**src/sv/ues_pkg.sv**
```systemverilog
package ues_pkg;

   // Control that travels with an edge key along the cell chain.
   typedef struct packed {
      logic valid;   // a key is present in this slot of the chain
      logic full;    // the store was full when the key entered
      logic done;    // the key has been stored or dropped
      logic dup;     // the key matched a stored edge
   } tok_ctrl_type;

endpackage

```
**src/sv/ues_cell.sv**
```systemverilog
module ues_cell #(
   parameter int KEY_BITS = 40
) (
   input  logic                     clock,
   input  logic                     reset,
   input  ues_pkg::tok_ctrl_type    up_ctrl,
   input  logic [KEY_BITS-1:0]      up_key,
   output ues_pkg::tok_ctrl_type    dn_ctrl,
   output logic [KEY_BITS-1:0]      dn_key,
   input  logic                     shift,
   input  logic                     nxt_valid,
   input  logic [KEY_BITS-1:0]      nxt_key,
   output logic                     cur_valid,
   output logic [KEY_BITS-1:0]      cur_key
);

   logic                  store_valid_ff, store_valid_in;
   logic [KEY_BITS-1:0]   store_key_ff, store_key_in;
   ues_pkg::tok_ctrl_type tok_ctrl_ff, tok_ctrl_in;
   logic [KEY_BITS-1:0]   tok_key_ff, tok_key_in;

   // A passing key either settles here, is found to be a copy, pushes the
   // stored key one place down, is dropped if the store is full, or simply moves on.
   always_comb begin
      store_valid_in = store_valid_ff;
      store_key_in   = store_key_ff;
      tok_ctrl_in    = up_ctrl;
      tok_key_in     = up_key;
      if (shift) begin
         store_valid_in = nxt_valid;
         store_key_in   = nxt_key;
      end else if (up_ctrl.valid && !up_ctrl.done) begin
         priority if (!store_valid_ff) begin
            store_valid_in   = 1'b1;
            store_key_in     = up_key;
            tok_ctrl_in.done = 1'b1;
         end else if (store_key_ff == up_key) begin
            tok_ctrl_in.done = 1'b1;
            tok_ctrl_in.dup  = 1'b1;
         end else if (store_key_ff > up_key) begin
            if (up_ctrl.full) begin
               tok_ctrl_in.done = 1'b1;
            end else begin
               store_key_in = up_key;
               tok_key_in   = store_key_ff;
            end
         end else begin
            tok_key_in = up_key;
         end
      end
   end

   always_ff @(posedge clock) begin
      if (reset) begin
         store_valid_ff <= 1'b0;
         tok_ctrl_ff    <= '0;
      end else begin
         store_valid_ff <= store_valid_in;
         tok_ctrl_ff    <= tok_ctrl_in;
      end
      store_key_ff <= store_key_in;
      tok_key_ff   <= tok_key_in;
   end

   assign dn_ctrl   = tok_ctrl_ff;
   assign dn_key    = tok_key_ff;
   assign cur_valid = store_valid_ff;
   assign cur_key   = store_key_ff;

endmodule

```
**config.mk**
```make
export PLATFORM = sky130hd
export DESIGN_NAME = ues_cell
export DESIGN_NICKNAME = d
export VERILOG_FILES = /design/src/sv/ues_pkg.sv /design/src/sv/ues_cell.sv
export SDC_FILE = /design/constraint.sdc
export NUM_CORES = 1
export LEC_CHECK = 0
export BUFFER_PORTS_ARGS = -buffer_cell sky130_fd_sc_hd__buf_2
export CAP_MARGIN = 20
export CORE_ASPECT_RATIO = 1.1
export CORE_MARGIN = 5
export CORE_UTILIZATION = 48
export CTS_CLUSTER_DIAMETER = 120
export DETAILED_ROUTE_END_ITERATION = 8
export GPL_ROUTABILITY_DRIVEN = 0
export PLACE_DENSITY = 0.91
export SETUP_SLACK_MARGIN = 0.1
export SKIP_CTS_REPAIR_TIMING = 1
export SYNTH_ARGS = -nofsm -noshare
export SYNTH_HDL_FRONTEND = slang
export SYNTH_SLANG_ARGS = --single-unit
```
**constraint.sdc**
```tcl
create_clock -name clock -period 5.6 [get_ports clock]
set_input_delay 1.12 -clock clock [delete_from_list [all_inputs] [get_ports clock]]
set_output_delay 1.12 -clock clock [all_outputs]
set_load 0.005 [all_outputs]
```
==> results of run 1 <==
[layer usage]
layer	vias to the layer above	share of wire, %	GRT usage, %
li1	1685	-	-
met1	1571	42	24.4
met2	131	50	34.2
met3	12	6.7	4.36
met4	0	1.2	4.98
met5	-	0	0
[synth_stat cells]
cell type,instances,share of area (%)
a21o_1,4,0.73
and4_1,1,0.21
nor3b_1,1,0.18
clkbuf_1,9,0.82
o41a_2,1,0.30
nor2_1,5,0.46
a21oi_1,20,2.4
ha_1,40,12
nand3_1,5,0.61
o21ai_0,44,5.4
a211oi_1,3,0.55
inv_1,41,3.7
buf_6,4,1.1
o31a_1,1,0.21
nand4_1,8,1.2
o311ai_4,1,0.64
and3_1,2,0.30
nor2b_1,4,0.61
nor3_1,3,0.37
nand2_1,48,4.4
a22o_1,1,0.21
o31ai_1,2,0.37
edfxtp_1,40,29
or3_1,1,0.15
dfxtp_1,45,22
mux2_2,39,11
o211ai_1,1,0.18
mux2_1,2,0.55
nor4_1,1,0.15
a31oi_1,1,0.15
[final timing paths]
| path | endpoint | slack, ps | depth (start not counted) | start |
|---|---|---|---|---|
| worst max-delay path | cur_key[7]$_DFFE_PP_ | 1800 | 10 | up_key[13] |
| worst min-delay path | dn_key[8]$_DFF_P_ | 530 | 1 | cur_key[8]$_DFFE_PP_ |
| worst min register to register | dn_key[8]$_DFF_P_ | 530 | 1 | cur_key[8]$_DFFE_PP_ |
| worst max register to register | cur_key[7]$_DFFE_PP_ | 2250 | 8 | cur_key[15]$_DFFE_PP_ |
[flip-flops by register name, indices dropped and copies added (netlist names)]
signal     flops
dn_key        40
cur_key       40
cur_valid      1
dn_ctrl        4
[critical path, delay by kind of cell]
kind | cells | cell delay (ps)
compound gates | 4 | 1170
fa+ha+maj | 1 | 310
buf+inv | 3 | 550
simple gates | 2 | 660
[kinds of logic (layout without fill, tap and decap cells)]
logic type / Yosys count / count (layout) / share of synthesized area (%)
AO/OA/AOI/OAI: 79 / 79 / 11.1
adder cells (fa/ha/maj): 40 / 40 / 12.2
buffers and inverters: 54 / 233 / 5.66
flip-flops: 85 / 85 / 51.1
multiplexers: 41 / 41 / 11.2
AND/OR/NAND/NOR: 79 / 79 / 8.65
[power by group]
part           switching (mW)  internal (mW)
combinational           0.120          0.110
clock                   0.222          0.263
sequential             0.0278          0.705
[cell type report]
cell class	count	area [um2]	area share, %
Clock buffer	10	138	2.60
Sequential cell	85	2100	39.7
Timing Repair Buffer	176	891	16.8
Tap cell	111	139	2.62
Multi-Input combinational cell	239	1790	33.8
Clock inverter	6	86.3	1.63
Inverter	41	154	2.90
==> summary.md, run 1 <==
| Metric | Value |
|---|---|
| Final Cell Area | around 5300 um2 |
| Floorplan core area | approximately 8400 um2 |
| First-pass GRT wire length | roughly 17,000 um |
| Via count | roughly 3,400 |
| Fraction of layout cells with a size suffix above 1 | 42.0% |
| I/O pin count | approximately 170 |
| Final Non-Filler Cells | 668 |
| Area growth syn-to-layout | 28.9% |
| Status | completed |
| Commonest non-fill, non-tap cell in the layout | buf_2 |
| Crit path cell chain | buf_2, inv_1, ha_1, nand4_1, or3_1, a21oi_1, o41a_2, o31ai_1, a31oi_4, buf_4 |
| Util after Layout | between 60% and 70% |
| Most frequent cells in the layout | buf_2, nand2_1, dfxtp_1, o21ai_0, inv_1 |
| Worst Setup Path Type | input port to register |
| Clock sinks | 85 |
| CP Launch Type | input port |
| Vias per cell | roughly 5.1 |
| Hold WS | roughly 530 ps |
| Total grt overflow | 0 |
| Routed Antenna Nets | 0 |
| Antenna violations before repair | 0 |
| Die W | slightly below 100 um |
| Routed len/inst | ~15 um |
| CTS Buf Count | 9 |
| Die ar. | approximately 11,000 um2 |
| Area of the mapped netlist | 4110 um2 |
| LEAKAGE | between 2 and 3 nW |
| H-tree Lvls | 3 |
| Critical path capture point type | register |
| Synthesized Nets | around 510 |
| Setup TNS | 0 ps |
| DP Cell Count | about 650 |
| Root Driver | clkbuf_8 |
| Warnings, synthesis | 0 |
| Vias in the first global route | ~3,500 |
| CP max stage cell | a31oi_4 |
| Hold WC Path Type | register to register |
| Min Tclk post-route | about 3800 ps |
| Pin count of the biggest net entering global routing | 81 |
| Max-cap violations | 0 |
| Normalized max-slew margin | between 40% and 50% |
| Worst EP arrival | between 3000 and 4000 ps |
| DR iter-0 viols | between 150 and 200 |
| Hold Vio Cnt, Final | 0 |
| Final Power | ~1.4 mW |
| Maximum clock path buffer count | 2 |
| Max FO, Critical Path | 21 |
| TritonCTS clock tree | yes |
| Syn Area/Cell | between 10 and 15 um2 |
| Final Slew Violations | 0 |
| Synth Register Bits | 85 |
| Total global-route track usage | between 10% and 20% |
| Routed WL | 10,300 um |
| Library cells used by synthesis | 30 |
| Filler cells | just under 700 |
| Worst Skew | around 14 ps |
| Diodes inserted | 0 |
| Worst EP required | between 5000 and 6000 ps |
| Synthesized instance count | between 300 and 400 |
| Dpl ws | between 1000 and 1500 ps |
| PD cells | around 270 nW/um2 |
| Die span in y | around 110 um |
| Dpl cell area | between 5000 and 6000 um2 |
| Peak VDD IR | approximately 0.13 mV |
| Hpwl dp | between 8000 and 9000 um |
| Worst setup margin | ~1800 ps |
| Final Cycle Share | between 60 and 70% |
| CP max stage delay | about 700 ps |
| Port Buffer Count | 172 |
| Starting Density | roughly half |
| Pre-antenna DRT Iters | 4 |
| DRC Markers | 0 |
| Highest Clock Rate | approximately 260 MHz |
| Worst Tran Pin Value | between 700 and 800 ps |
| Net count, final | between 600 and 700 |
| Skew-Pair Late Insertion Delay | roughly 350 ps |
| RSZ-0062 raised after global routing | no |
| Cell Rows | 35 |
| Register area share after synthesis | slightly above 50% |
| Finish-stage setup viols | 0 |
| Clock slew at reported path FFs | around 80 ps |
(Power assumes the default switching activity.)
==> run 2: changes to the inputs <==
==> constraint.sdc (replaced) <==
create_clock -name clock -period 3.7 [get_ports clock]
set_input_delay 0.74 -clock clock [delete_from_list [all_inputs] [get_ports clock]]
set_output_delay 0.74 -clock clock [all_outputs]
set_load 0.005 [all_outputs]
==> run 2 against run 1 <==
Effect of this change:
- sequential share of layout area about the same
- worst setup slack worse by 930 ps
- non-clock buffer count unchanged
- flip-flop and latch count unchanged
- die area unchanged
- first-iteration DRC count down 45%
- cell area about the same
- power up 45%
- critical path depth down 1
- critical endpoint is now dn_key[23]$_DFF_P_
- clock-buffer cell count up 1
- largest cell class unchanged
- core utilization about the same
==> summary.md, run 2 (synthesized netlist as in run 1, its figures left out) <==
| Metric | Value |
|---|---|
| Port Buffer Count | 172 (unchanged) |
| Setup TNS | 0 ps (unchanged) |
| Max-cap violations | 0 (unchanged) |
| Worst Skew | 13.3 ps (-1.20 ps) |
| DP Cell Count | 652 (unchanged) |
| Final Power | 2.10 mW (+45%) |
| Util after Layout | 63.3% (about the same) |
| Maximum clock path buffer count | 2 (unchanged) |
| Final Non-Filler Cells | 668 (unchanged) |
| Hold Vio Cnt, Final | 0 (unchanged) |
| DR top layer | met5 |
| I/O pin count | 173 (unchanged) |
| Status | completed |
| Final Cycle Share | between 70 and 80% |
| First-pass GRT wire length | 16,900 um (+0.87%) |
| Starting Density | 49.1% (unchanged) |
| Clock slew at reported path FFs | 90 ps (about the same) |
| Pin count of the biggest net entering global routing | 82 (+1.2%) |
| Skew-Pair Late Insertion Delay | 350 ps (about the same) |
| Clock sinks | 85 (unchanged) |
| Root Driver | clkbuf_8 |
| H-tree Lvls | 3 (unchanged) |
| Worst EP arrival | 3070 ps (-750 ps) |
| Pre-antenna DRT Iters | 4 (unchanged) |
| LEAKAGE | 2.60 nW (-0.14%) |
| Via count | 3,420 (+0.62%) |
| Routed Antenna Nets | 0 (unchanged) |
| RSZ-0062 raised after global routing | no |
| Met3 WL | 768 um (+11%) |
| Commonest non-fill, non-tap cell in the layout | buf_2 |
| Worst Setup Path Type | input port to register |
| Fraction of layout cells with a size suffix above 1 | 41.5% (-0.54 points) |
| Hold WC Path Type | register to register |
| Routed len/inst | 15.9 um (+2.9%) |
| DRC Markers | 0 (unchanged) |
| Min Tclk post-route | 2840 ps |
| Die span in y | 107 um (unchanged) |
| Finish-stage setup viols | 0 (unchanged) |
| Vias in the first global route | 3,591 (+2.5%) |
| Max FO, Critical Path | 22 (+4.8%) |
| Final Slew Violations | 0 (unchanged) |
| DR iter-0 viols | 89 (-45%) |
| TritonCTS clock tree | yes |
| Peak VDD IR | 0.193 mV (+44%) |
| Critical path capture point type | register |
| Hpwl dp | 8410 um (+3.9%) |
| Die W | 98.2 um (unchanged) |
| Highest Clock Rate | 353 MHz |
| Area growth syn-to-layout | 28.9% (about the same) |
| Met2 wire length | 5420 um (+5.7%) |
| Diodes inserted | 0 (unchanged) |
| CTS Buf Count | 9 (unchanged) |
| CP Launch Type | input port |
| Normalized max-slew margin | 53.0% (+5.1 points) |
| PD cells | 396 nW/um2 (+45%) |
| Cell Rows | 35 (unchanged) |
| M1 WL | 4240 um (-3.5%) |
| Total grt overflow | 0 (unchanged) |
| Worst EP required | 3940 ps (-1680 ps) |
| Routed WL | 10,600 um (+2.9%) |
| Floorplan core area | 8360 um2 (unchanged) |
| Vias per cell | 5.12 (+0.62%) |
| Antenna violations before repair | 1 (+1) |
| Total global-route track usage | 19.8% (+0.27 points) |
| Worst Tran Pin Value | 697 ps (-84.5 ps) |
| Die ar. | 10,500 um2 (unchanged) |
| Net count, final | 680 (unchanged) |
| Most frequent cells in the layout | buf_2, nand2_1, dfxtp_1, o21ai_0, inv_1 |
run 2: cell count changes in the layout (fill, tap and decap cells not counted):
cell and delta:
buf_12 +3, buf_4 -3, clkbuf_1 +2, bufinv_16 -1, clkbuf_8 -1, clkinv_1 +1, clkinv_4 -1
run 2: per-layer routing:
metal | up-vias | GRT usage (%)
met2 | 116 | 35.6
li1 | 1688 | -
met5 | - | 0
met3 | 18 | 5.14
met4 | 2 | 6.63
met1 | 1596 | 22.8
run 2: per-stage QoR:
step	setup slack, ps	hold slack (ps)	area, um2
detailed placement	495	517	5110
floorplan	512	509	4130
CTS	846	537	5300
finish	864	540	5300
global placement	568	503	5110
global route	747	560	5300
run 2: cell type report:
| cell class | count | area, um2 |
|---|---|---|
| clock inverters | 5 | 51.3 |
| fillers | 714 | 3070 |
| flip-flops and latches | 85 | 2100 |
| well taps | 111 | 139 |
| repair buffers | 176 | 928 |
| multi-input cells | 239 | 1790 |
| clock buffers | 11 | 131 |
| inverters | 41 | 154 |
run 2: path summary, 6_finish.rpt:
path         cells past startpoint             startpoint  slack [ps]                  to
max                              9             up_key[15]         860  dn_key[23]$_DFF_P_
min                              1   cur_key[0]$_DFFE_PP_         540   dn_key[0]$_DFF_P_
max reg2reg                      7  cur_key[15]$_DFFE_PP_         950  dn_key[23]$_DFF_P_
min reg2reg                      1   cur_key[0]$_DFFE_PP_         540   dn_key[0]$_DFF_P_
run 2: worst max-delay path, cell delays in order:
cell	delay [ps]
buf_2	90
inv_1	40
ha_1	310
a21oi_1	140
o21ai_0	160
o41a_2	550
o311ai_4	430
buf_12	230
mux2_2	360
run 2: power by group:
| group | switching, mW | total, mW | internal [mW] |
|---|---|---|---|
| combinational | 0.183 | 0.353 | 0.169 |
| sequential | 0.0431 | 1.11 | 1.07 |
| clock | 0.326 | 0.634 | 0.308 |
